==> src/hdl/pram_pkg.sv <==
// Shared types and constants for the pixel rotation address mapper.
// Holds field widths, register indexes, mode codes and the geometry bundle.
// No dependencies.
package pram_pkg;

	// Default parameter values
	localparam int DEF_MAX_WIDTH  = 1024;
	localparam int DEF_MAX_HEIGHT = 1024;
	localparam int DEF_FRAC_BITS  = 14;

	// Port field widths
	localparam int CFG_IDX_W   = 3;
	localparam int CFG_DATA_W  = 16;
	localparam int SRC_X_W     = 10;
	localparam int SRC_Y_W     = 10;
	localparam int PIX_W       = 24;
	localparam int ADDR_OUT_W  = 26;

	// Register widths
	localparam int DIM_W  = 11;
	localparam int CH_W   = 3;
	localparam int MODE_W = 3;
	localparam int TRIG_W = 16;

	// Derived geometry widths: canvas is four times each side
	localparam int CANVAS_SHIFT = 2;
	localparam int FW_W   = DIM_W + CANVAS_SHIFT;
	localparam int AREA_W = 2 * FW_W + 1;
	localparam int LIM_W  = AREA_W + 3;
	localparam int SPAN_W = 2 * DIM_W + 1;
	localparam int OFF_W  = SPAN_W + 4;

	// Register indexes
	localparam logic [CFG_IDX_W-1:0] REG_SRC_WIDTH  = 3'd0;
	localparam logic [CFG_IDX_W-1:0] REG_SRC_HEIGHT = 3'd1;
	localparam logic [CFG_IDX_W-1:0] REG_CHANNELS   = 3'd2;
	localparam logic [CFG_IDX_W-1:0] REG_ROT_MODE   = 3'd3;
	localparam logic [CFG_IDX_W-1:0] REG_COS_Q      = 3'd4;
	localparam logic [CFG_IDX_W-1:0] REG_SIN_Q      = 3'd5;

	// Reset values
	localparam logic [DIM_W-1:0]  RST_SRC_WIDTH  = 11'd1024;
	localparam logic [DIM_W-1:0]  RST_SRC_HEIGHT = 11'd1024;
	localparam logic [CH_W-1:0]   RST_CHANNELS   = 3'd3;
	localparam logic [TRIG_W-1:0] RST_COS_Q      = 16'h4000;
	localparam logic [TRIG_W-1:0] RST_SIN_Q      = 16'h0000;

	// Rotation modes; anything from MODE_ARB upward is the arbitrary angle
	localparam logic [MODE_W-1:0] MODE_R0   = 3'd0;
	localparam logic [MODE_W-1:0] MODE_R90  = 3'd1;
	localparam logic [MODE_W-1:0] MODE_R180 = 3'd2;
	localparam logic [MODE_W-1:0] MODE_R270 = 3'd3;
	localparam logic [MODE_W-1:0] MODE_ARB  = 3'd4;

	// Channel count from which the stride is four bytes
	localparam logic [CH_W-1:0] CH_FOUR = 3'd4;

	// Geometry derived from the registers, handed to the datapath
	typedef struct packed {
		logic [DIM_W-1:0]  w;
		logic [DIM_W-1:0]  h;
		logic              ch4;
		logic              arb;
		logic [MODE_W-1:0] mode;
		logic [TRIG_W-1:0] cos_q;
		logic [TRIG_W-1:0] sin_q;
		logic [FW_W-1:0]   fw;
		logic [OFF_W-1:0]  offset;
		logic [LIM_W-1:0]  lim_m2;
	} pram_geom_t;

endpackage

==> src/hdl/pixel_rotation_address_mapper_core.sv <==
// Pixel rotation address mapper: maps a source pixel to its destination byte
// address in a rotated frame. Depends on pram_pkg, pram_cfg and pram_pipe.
//
// Usage:
//   Input channel (in_valid/in_ready) takes one request per pixel: src_x,
//   src_y and pixel_bytes. Output channel (out_valid/out_ready) returns
//   dest_address and dest_bytes. A pixel outside the source frame or whose
//   address leaves the destination frame gives no result.
//   Configuration channel (cfg_valid/cfg_ready, cfg_index, cfg_data) writes
//   the geometry registers; cfg_ready is always high. Write only while no
//   request is in flight; derived geometry is registered after a write.
//   An accepted request passes stages s1 to s6 and the output register.
//   Throughput: one request per cycle unless the output stalls, set by the
//   seven-stage pipeline with one multiply or one wide add per stage.
//   Stall: when out_ready is low the held result stays; earlier stages keep
//   filling empty slots, so in_ready drops only once every stage is full.
//   Reset (arst_n low) empties the pipeline and restores the register
//   defaults: 1024 by 1024, three channels, no rotation.
module pixel_rotation_address_mapper_core import pram_pkg::*; #(
	parameter int MAX_WIDTH  = DEF_MAX_WIDTH,
	parameter int MAX_HEIGHT = DEF_MAX_HEIGHT,
	parameter int FRAC_BITS  = DEF_FRAC_BITS
) (
	input  logic                  clk,
	input  logic                  arst_n,
	input  logic                  cfg_valid,
	output logic                  cfg_ready,
	input  logic [CFG_IDX_W-1:0]  cfg_index,
	input  logic [CFG_DATA_W-1:0] cfg_data,
	input  logic                  in_valid,
	output logic                  in_ready,
	input  logic [SRC_X_W-1:0]    src_x,
	input  logic [SRC_Y_W-1:0]    src_y,
	input  logic [PIX_W-1:0]      pixel_bytes,
	output logic                  out_valid,
	input  logic                  out_ready,
	output logic [ADDR_OUT_W-1:0] dest_address,
	output logic [PIX_W-1:0]      dest_bytes
);

	pram_geom_t geom;

	pram_cfg #(
		.MAX_WIDTH  (MAX_WIDTH),
		.MAX_HEIGHT (MAX_HEIGHT)
	) u_cfg (
		.clk       (clk),
		.arst_n    (arst_n),
		.cfg_valid (cfg_valid),
		.cfg_ready (cfg_ready),
		.cfg_index (cfg_index),
		.cfg_data  (cfg_data),
		.geom      (geom)
	);

	pram_pipe #(
		.FRAC_BITS (FRAC_BITS)
	) u_pipe (
		.clk          (clk),
		.arst_n       (arst_n),
		.in_valid     (in_valid),
		.in_ready     (in_ready),
		.src_x        (src_x),
		.src_y        (src_y),
		.pixel_bytes  (pixel_bytes),
		.out_valid    (out_valid),
		.out_ready    (out_ready),
		.dest_address (dest_address),
		.dest_bytes   (dest_bytes),
		.geom         (geom)
	);

endmodule

==> src/hdl/pram_cfg.sv <==
// Register file and derived frame geometry of the rotation address mapper.
// Depends on pram_pkg. Derived values are registered after a write.
module pram_cfg import pram_pkg::*; #(
	parameter int MAX_WIDTH  = DEF_MAX_WIDTH,
	parameter int MAX_HEIGHT = DEF_MAX_HEIGHT
) (
	input  logic                  clk,
	input  logic                  arst_n,
	input  logic                  cfg_valid,
	output logic                  cfg_ready,
	input  logic [CFG_IDX_W-1:0]  cfg_index,
	input  logic [CFG_DATA_W-1:0] cfg_data,
	output pram_geom_t            geom
);

	logic [DIM_W-1:0]  src_width_q;
	logic [DIM_W-1:0]  src_height_q;
	logic [CH_W-1:0]   channels_q;
	logic [MODE_W-1:0] rot_mode_q;
	logic [TRIG_W-1:0] cos_q_q;
	logic [TRIG_W-1:0] sin_q_q;

	logic [DIM_W-1:0]  w;
	logic [DIM_W-1:0]  h;
	logic              ch4;
	logic              arb;
	logic [FW_W-1:0]   fw_d;
	logic [FW_W-1:0]   fh_d;

	logic [FW_W-1:0]   fw_q;
	logic [FW_W-1:0]   fh_q;
	logic [AREA_W-1:0] area_q;
	logic [LIM_W-1:0]  area_ch_q;
	logic [LIM_W-1:0]  lim_m2_q;
	logic [SPAN_W-1:0] span_q;
	logic [OFF_W-1:0]  offset_q;

	assign cfg_ready = 1'b1;

	always_ff @(posedge clk or negedge arst_n) begin
		if (!arst_n) begin
			src_width_q  <= RST_SRC_WIDTH;
			src_height_q <= RST_SRC_HEIGHT;
			channels_q   <= RST_CHANNELS;
			rot_mode_q   <= MODE_R0;
			cos_q_q      <= RST_COS_Q;
			sin_q_q      <= RST_SIN_Q;
		end else if (cfg_valid) begin
			unique case (cfg_index)
				REG_SRC_WIDTH:  src_width_q  <= cfg_data[DIM_W-1:0];
				REG_SRC_HEIGHT: src_height_q <= cfg_data[DIM_W-1:0];
				REG_CHANNELS:   channels_q   <= cfg_data[CH_W-1:0];
				REG_ROT_MODE:   rot_mode_q   <= cfg_data[MODE_W-1:0];
				REG_COS_Q:      cos_q_q      <= cfg_data[TRIG_W-1:0];
				REG_SIN_Q:      sin_q_q      <= cfg_data[TRIG_W-1:0];
				default: ;
			endcase
		end
	end

	// Clamp the frame to the supported maximum
	always_comb begin
		w = src_width_q;
		h = src_height_q;
		if (int'(src_width_q) > MAX_WIDTH) begin
			w = DIM_W'(MAX_WIDTH);
		end
		if (int'(src_height_q) > MAX_HEIGHT) begin
			h = DIM_W'(MAX_HEIGHT);
		end
	end

	assign ch4 = (channels_q >= CH_FOUR);
	assign arb = (rot_mode_q >= MODE_ARB);

	always_comb begin
		if (arb) begin
			fw_d = {w, {CANVAS_SHIFT{1'b0}}};
			fh_d = {h, {CANVAS_SHIFT{1'b0}}};
		end else if (rot_mode_q == MODE_R90 || rot_mode_q == MODE_R270) begin
			fw_d = FW_W'(h);
			fh_d = FW_W'(w);
		end else begin
			fw_d = FW_W'(w);
			fh_d = FW_W'(h);
		end
	end

	// Frame size and canvas offset, one multiply or add per cycle
	always_ff @(posedge clk) begin
		fw_q      <= fw_d;
		fh_q      <= fh_d;
		area_q    <= AREA_W'(fw_q) * AREA_W'(fh_q);
		area_ch_q <= ch4 ? (LIM_W'(area_q) << 2)
		                 : (LIM_W'(area_q) + (LIM_W'(area_q) << 1));
		lim_m2_q  <= area_ch_q - LIM_W'(2);
		span_q    <= SPAN_W'(w) * SPAN_W'({h, 1'b1});
		if (arb) begin
			offset_q <= ch4 ? (OFF_W'(span_q) << 3)
			                : ((OFF_W'(span_q) << 2) + (OFF_W'(span_q) << 1));
		end else begin
			offset_q <= '0;
		end
	end

	always_comb begin
		geom        = '0;
		geom.w      = w;
		geom.h      = h;
		geom.ch4    = ch4;
		geom.arb    = arb;
		geom.mode   = rot_mode_q;
		geom.cos_q  = cos_q_q;
		geom.sin_q  = sin_q_q;
		geom.fw     = fw_q;
		geom.offset = offset_q;
		geom.lim_m2 = lim_m2_q;
	end

endmodule

==> src/hdl/pram_pipe.sv <==
// Seven-stage address pipeline of the rotation address mapper.
// Depends on pram_pkg; geometry comes from pram_cfg.
module pram_pipe import pram_pkg::*; #(
	parameter int FRAC_BITS = DEF_FRAC_BITS
) (
	input  logic                  clk,
	input  logic                  arst_n,
	input  logic                  in_valid,
	output logic                  in_ready,
	input  logic [SRC_X_W-1:0]    src_x,
	input  logic [SRC_Y_W-1:0]    src_y,
	input  logic [PIX_W-1:0]      pixel_bytes,
	output logic                  out_valid,
	input  logic                  out_ready,
	output logic [ADDR_OUT_W-1:0] dest_address,
	output logic [PIX_W-1:0]      dest_bytes,
	input  pram_geom_t            geom
);

	localparam int PROD_W  = SRC_X_W + TRIG_W + 1;
	localparam int SUM_W   = PROD_W + 1;
	localparam int QUOT_W  = SUM_W - FRAC_BITS + 1;
	localparam int COORD_W = (QUOT_W > DIM_W + 1) ? QUOT_W : DIM_W + 1;
	localparam int NYFW_W  = COORD_W + FW_W + 1;
	localparam int LIN_W   = NYFW_W + 1;
	localparam int ADDR_W  = (LIN_W + 3 > LIM_W + 1) ? LIN_W + 3 : LIM_W + 1;
	localparam logic [SUM_W-1:0] RND = SUM_W'((64'd1 << FRAC_BITS) - 64'd1);

	// Stage enables and valid bits
	logic en1, en2, en3, en4, en5, en6, en7;
	logic v1_s1, v2_s2, v3_s3, v4_s4, v5_s5, v6_s6;
	logic out_valid_q;

	// Stage 1 inputs
	logic [DIM_W-1:0]         xw, yw, nx_ex, ny_ex;
	logic                     in_range;
	logic signed [SRC_X_W:0]  xs;
	logic signed [SRC_Y_W:0]  ys;

	// Payload registers
	logic [PIX_W-1:0]         bytes_s1, bytes_s2, bytes_s3, bytes_s4, bytes_s5, bytes_s6;
	logic [DIM_W-1:0]         nx_ex_s1, ny_ex_s1, nx_ex_s2, ny_ex_s2;
	logic signed [PROD_W-1:0] pxc_s1, pys_s1, pxs_s1, pyc_s1;
	logic signed [SUM_W-1:0]  nxs_s2, nys_s2;
	logic signed [SUM_W-1:0]  nx_adj, ny_adj, nx_quo, ny_quo;
	logic signed [COORD_W-1:0] nx_s3, ny_s3, nx_s4;
	logic signed [NYFW_W-1:0] nyfw_s4;
	logic signed [LIN_W-1:0]  lin_s5;
	logic signed [ADDR_W-1:0] lin_ext, lin_scaled, addr_s6;
	logic                     keep;
	logic [ADDR_OUT_W-1:0]    dest_address_q;
	logic [PIX_W-1:0]         dest_bytes_q;

	// A stage advances when it is empty or the next one advances
	assign en7      = !out_valid_q || out_ready;
	assign en6      = !v6_s6 || en7;
	assign en5      = !v5_s5 || en6;
	assign en4      = !v4_s4 || en5;
	assign en3      = !v3_s3 || en4;
	assign en2      = !v2_s2 || en3;
	assign en1      = !v1_s1 || en2;
	assign in_ready = en1;

	assign xw       = DIM_W'(src_x);
	assign yw       = DIM_W'(src_y);
	assign in_range = (xw < geom.w) && (yw < geom.h);
	assign xs       = $signed({1'b0, src_x});
	assign ys       = $signed({1'b0, src_y});

	always_comb begin
		unique case (geom.mode)
			MODE_R0: begin
				nx_ex = xw;
				ny_ex = yw;
			end
			MODE_R90: begin
				nx_ex = geom.h - DIM_W'(1) - yw;
				ny_ex = xw;
			end
			MODE_R180: begin
				nx_ex = geom.w - DIM_W'(1) - xw;
				ny_ex = geom.h - DIM_W'(1) - yw;
			end
			MODE_R270: begin
				nx_ex = yw;
				ny_ex = geom.w - DIM_W'(1) - xw;
			end
			default: begin
				nx_ex = xw;
				ny_ex = yw;
			end
		endcase
	end

	// Truncate toward zero: bias negative sums before the arithmetic shift
	assign nx_adj = nxs_s2 + (nxs_s2[SUM_W-1] ? RND : '0);
	assign ny_adj = nys_s2 + (nys_s2[SUM_W-1] ? RND : '0);
	assign nx_quo = nx_adj >>> FRAC_BITS;
	assign ny_quo = ny_adj >>> FRAC_BITS;

	assign lin_ext    = ADDR_W'(lin_s5);
	assign lin_scaled = geom.ch4 ? (lin_ext <<< 2) : (lin_ext + (lin_ext <<< 1));

	// Drop negative addresses and those whose last byte leaves the frame
	assign keep = !addr_s6[ADDR_W-1] && (addr_s6 < ADDR_W'($signed(geom.lim_m2)));

	always_ff @(posedge clk or negedge arst_n) begin
		if (!arst_n) begin
			v1_s1       <= 1'b0;
			v2_s2       <= 1'b0;
			v3_s3       <= 1'b0;
			v4_s4       <= 1'b0;
			v5_s5       <= 1'b0;
			v6_s6       <= 1'b0;
			out_valid_q <= 1'b0;
		end else begin
			if (en1) v1_s1 <= in_valid && in_range;
			if (en2) v2_s2 <= v1_s1;
			if (en3) v3_s3 <= v2_s2;
			if (en4) v4_s4 <= v3_s3;
			if (en5) v5_s5 <= v4_s4;
			if (en6) v6_s6 <= v5_s5;
			if (en7) out_valid_q <= v6_s6 && keep;
		end
	end

	always_ff @(posedge clk) begin
		if (en1) begin
			bytes_s1 <= pixel_bytes;
			nx_ex_s1 <= nx_ex;
			ny_ex_s1 <= ny_ex;
			pxc_s1   <= PROD_W'(xs) * PROD_W'($signed(geom.cos_q));
			pys_s1   <= PROD_W'(ys) * PROD_W'($signed(geom.sin_q));
			pxs_s1   <= PROD_W'(xs) * PROD_W'($signed(geom.sin_q));
			pyc_s1   <= PROD_W'(ys) * PROD_W'($signed(geom.cos_q));
		end
		if (en2) begin
			bytes_s2 <= bytes_s1;
			nx_ex_s2 <= nx_ex_s1;
			ny_ex_s2 <= ny_ex_s1;
			nxs_s2   <= SUM_W'(pxc_s1) - SUM_W'(pys_s1);
			nys_s2   <= SUM_W'(pxs_s1) + SUM_W'(pyc_s1);
		end
		if (en3) begin
			bytes_s3 <= bytes_s2;
			nx_s3    <= geom.arb ? nx_quo[COORD_W-1:0] : COORD_W'(nx_ex_s2);
			ny_s3    <= geom.arb ? ny_quo[COORD_W-1:0] : COORD_W'(ny_ex_s2);
		end
		if (en4) begin
			bytes_s4 <= bytes_s3;
			nx_s4    <= nx_s3;
			nyfw_s4  <= NYFW_W'(ny_s3) * NYFW_W'($signed({1'b0, geom.fw}));
		end
		if (en5) begin
			bytes_s5 <= bytes_s4;
			lin_s5   <= LIN_W'(nyfw_s4) + LIN_W'(nx_s4);
		end
		if (en6) begin
			bytes_s6 <= bytes_s5;
			addr_s6  <= ADDR_W'($signed({1'b0, geom.offset})) + lin_scaled;
		end
		if (en7) begin
			dest_address_q <= addr_s6[ADDR_OUT_W-1:0];
			dest_bytes_q   <= bytes_s6;
		end
	end

	assign out_valid    = out_valid_q;
	assign dest_address = dest_address_q;
	assign dest_bytes   = dest_bytes_q;

endmodule

==> config.mk <==
export PLATFORM = sky130hd
export DESIGN_NAME = pixel_rotation_address_mapper_core
export DESIGN_NICKNAME = d
export VERILOG_FILES = /design/src/hdl/pram_pkg.sv /design/src/hdl/pixel_rotation_address_mapper_core.sv /design/src/hdl/pram_cfg.sv /design/src/hdl/pram_pipe.sv
export SDC_FILE = /design/constraint.sdc
export NUM_CORES = 2
export LEC_CHECK = 0
export BUFFER_PORTS_ARGS = -buffer_cell sky130_fd_sc_hd__buf_2
export CAP_MARGIN = 10
export CORE_AREA = 5 5 512 514
export CTS_CLUSTER_SIZE = 24
export DETAILED_ROUTE_END_ITERATION = 16
export DIE_AREA = 0 0 517 519
export SYNTH_ARGS = -nofsm -noshare
export SYNTH_HDL_FRONTEND = slang
export SYNTH_SLANG_ARGS = --single-unit
==> constraint.sdc <==
create_clock -name clk -period 12.4 [get_ports clk]
set_clock_uncertainty 0.2 [all_clocks]
set_input_delay 1.24 -clock clk [delete_from_list [all_inputs] [get_ports clk]]
set_output_delay 1.24 -clock clk [all_outputs]
set_load 0.01 [all_outputs]
==> impl_metrics.toml <==
[clock_tree]
cts_tree = "built"
cts-buffers-inserted = 89
h-tree-depth = 3
clock_sinks = 757
clkLatencyLatePin_ns = 0.74
path_clk_slew_ns = 0.06
cts_setup_buffers = 0
cts_buffer_depth = 3
cts-hold-fix-buffers = 0
root_buffer = "clkbuf_16"
cts_resized = 0

[route]
first_pass_iters = 6
routed_wl_um = 190600
drcViolationCount = 0
viasPerCell = 4.787
drtAntennaViolNets = 0
wl_per_cell_um = 17.25
vias = 52890
drt_iter0_drc = 3120

[floorplan]
chipHeight_um = 519
io_pins = 121
fp.dieArea_sq_mm = 0.2683
core_sq_mm = 0.2565
fp-row-count = 186
start_util_pct = 29.86
die_w_um = 517

[worst_hold_path]
hold_class = "reg2reg"

[timing]
finalCritPeriodShare_pct = 58.15
slew_headroom_pct = 23.06
drv_slew = 0
tns_ns = 0
fmax_mhz = 138.7
rsz0062_at_grt = "false"
period_minus_slack_ns = 7.210
finalHoldViolations = 0
final-setup-viol-count = 0
worstMarginPinSlew_ns = 1.152

[synthesis]
synth_edf_count = 534
avgSynthCellArea_sq_um = 10.08
synthCells = 7595
ys_ff_latch = 757
netlist_area_sq_mm = 0.07658
yosysWarnings = 0
synth_nets = 9371
synth-main-ff-cell = "edfxtp_1"
async_flop_share_pct = 8.587
yosysUniqueCellTypes = 92
yosysSeqAreaShare_pct = 27.20

[placement]
dp_cells = 10880
gp_congestion = 0.8893
placed_area_sq_mm = 0.08090
dp_hpwl_um = 146400
numPortBuffers = 119

[cells_and_area]
layout_commonest_cell = "inv_1"
fin_area_sq_mm = 0.08384
multiInputGateArea_sq_mm = 0.05018
syn_to_final_growth_pct = 9.477
fin_nets = 9367
layout_common_cells = "inv_1 (1202), fa_1 (979), nand2_1 (754)"
layout-drive-gt1-share_pct = 5.822
seqCellArea_sq_mm = 0.02084
final_cells = 11050
fillCellCount = 26090

[grt]
grt_pass1_wl_um = 308300
grt_max_degree = 85
globalRouteOverflowTotal = 0
grt_pass1_vias = 56340
grt_usage_pct = 14.31
antenna_found_initial = 27

[outcome]
outcome = "finished clean"

[critical_path]
path_class = "reg2reg"
end_kind = "flip-flop"
required_ns = 12.85
cp_slowest_cell = "dfstp_2"
rrSetupSlack_ns = 5.19
arrival_ns = 7.66
crit_path_frequent_cell = "fa_1"
cpPeakStageDelay_ns = 0.79
crit_fanout = 18
cp_cell_sequence = "inv_2 > nand2_1 > clkinv_1 > nand2_1 > fa_1 > fa_1 > inv_1 > fa_1 > fa_1 > inv_1 > fa_1 > inv_1 > ha_1 > o21a_1 > nor2_1 > o21bai_1 > a21boi_0 > a41o_1 > a41o_1 > a211oi_1 > or3_1 > nand3_1"
critPathLaunchType = "flip-flop"

[flow_run]
drv_cap = 0
==> synthesized netlist by cell type (all sizes together) (42+ instances only) <==
library cell     n  area, sq um
nand2          756         2838
edfxtp         534        16040
mux2            62        698.2
a21oi          335         1677
o21ai          222         1111
fa             979        19600
nor2b           72        450.4
and2           546         3416
inv           1210         4542
clkbuf         265        994.7
ha             729         9121
nand3           76        380.4
nand2b          69        431.7
o21a            65        488.0
dfxtp          158         3163
xnor2          253         2216
dfrtp           62         1551
and3            42        262.8
nor3            65        335.3
nor2           330         1239
xor2           120         1051
a211oi          63        478.0
a21o           138         1036
==> final cells by class <==
type	instances	share of cell area [%]
repair buffers	183	1.286
clock inverters	48	0.6059
inverters	1216	5.444
flip-flops and latches	757	24.85
diodes	4	0.01194
well taps	3384	5.050
clock buffers	112	2.895
multi-input cells	5344	59.85
==> through the flow <==
stage                     util [%]  hold slack (ns)  setup WS (ns)
after global placement       31.54           0.1149          4.258
after floorplan                  -           0.1096          2.419
after CTS                    32.69           0.1220          5.236
after global routing         32.69           0.1299          4.862
final                        32.69           0.1179          5.190
after detailed placement     31.54           0.1175          4.663
==> critical path, delay by kind of cell (launching register included) <==
kind / cells / cell delay, ns
and+or+nand+nor: 5 / 1.21
adders and majority gates: 6 / 2.68
DFF: 1 / 0.79
AOI/OAI and AO/OA: 6 / 1.32
buffers and inverters: 5 / 0.90
==> kinds of logic after synthesis <==
family / count (synthesis) / synth area share [%]
muxes: 74 / 1.068
other: 1 / 0.004897
and+or+nand+nor: 2093 / 13.49
buffers and inverters: 1494 / 7.327
AOI/OAI and AO/OA: 1095 / 9.144
adders and majority gates: 1708 / 37.50
xor gates and xnor gates: 373 / 4.266
DFF: 757 / 27.20
==> flip-flops by register name (all words and copies together) (netlist names), 26 cells and up <==
name / flops
u_pipe.pxs_s1: 27
u_cfg.area_q: 26
u_pipe.pyc_s1: 27
u_pipe.nys_s2: 28
u_pipe.pys_s1: 27
u_pipe.lin_s5: 29
u_pipe.dest_address: 26
u_cfg.area_ch_q: 28
u_cfg.lim_m2_q: 30
u_pipe.nxs_s2: 28
u_pipe.addr_s6: 33
u_pipe.pxc_s1: 27
u_pipe.nyfw_s4: 28
==> metal layers <==
layer | global-route usage (%) | up-vias | wire (um)
met3 | 2.045 | 358 | 9942
met2 | 23.53 | 1440 | 87920
met1 | 18.77 | 26420 | 83470
met5 | 0 | - | 31
met4 | 6.158 | 4 | 9189
li1 | - | 24670 | -
==> path summary, 6_finish.rpt <==
check / start / to / cells past startpoint
worst max-delay path: u_cfg.src_width_q[10]$_DFFE_PN1P_ / u_cfg.span_q[22]$_DFF_P_ / 22
worst min-delay path: u_cfg.area_ch_q[0]$_SDFF_PP0_ / u_cfg.lim_m2_q[0]$_DFF_P_ / 0
worst max register to register: u_cfg.src_width_q[10]$_DFFE_PN1P_ / u_cfg.span_q[22]$_DFF_P_ / 22
worst min register to register: u_cfg.area_ch_q[0]$_SDFF_PP0_ / u_cfg.lim_m2_q[0]$_DFF_P_ / 0
max in group asynchronous: arst_n / u_cfg.cos_q_q[11]$_DFFE_PN0P_ / 2
min in group asynchronous: arst_n / u_cfg.channels_q[2]$_DFFE_PN0P_ / 1
Power is not shown: default switching activity piles up to over one toggle a cycle in this logic, so the estimate is an artifact.
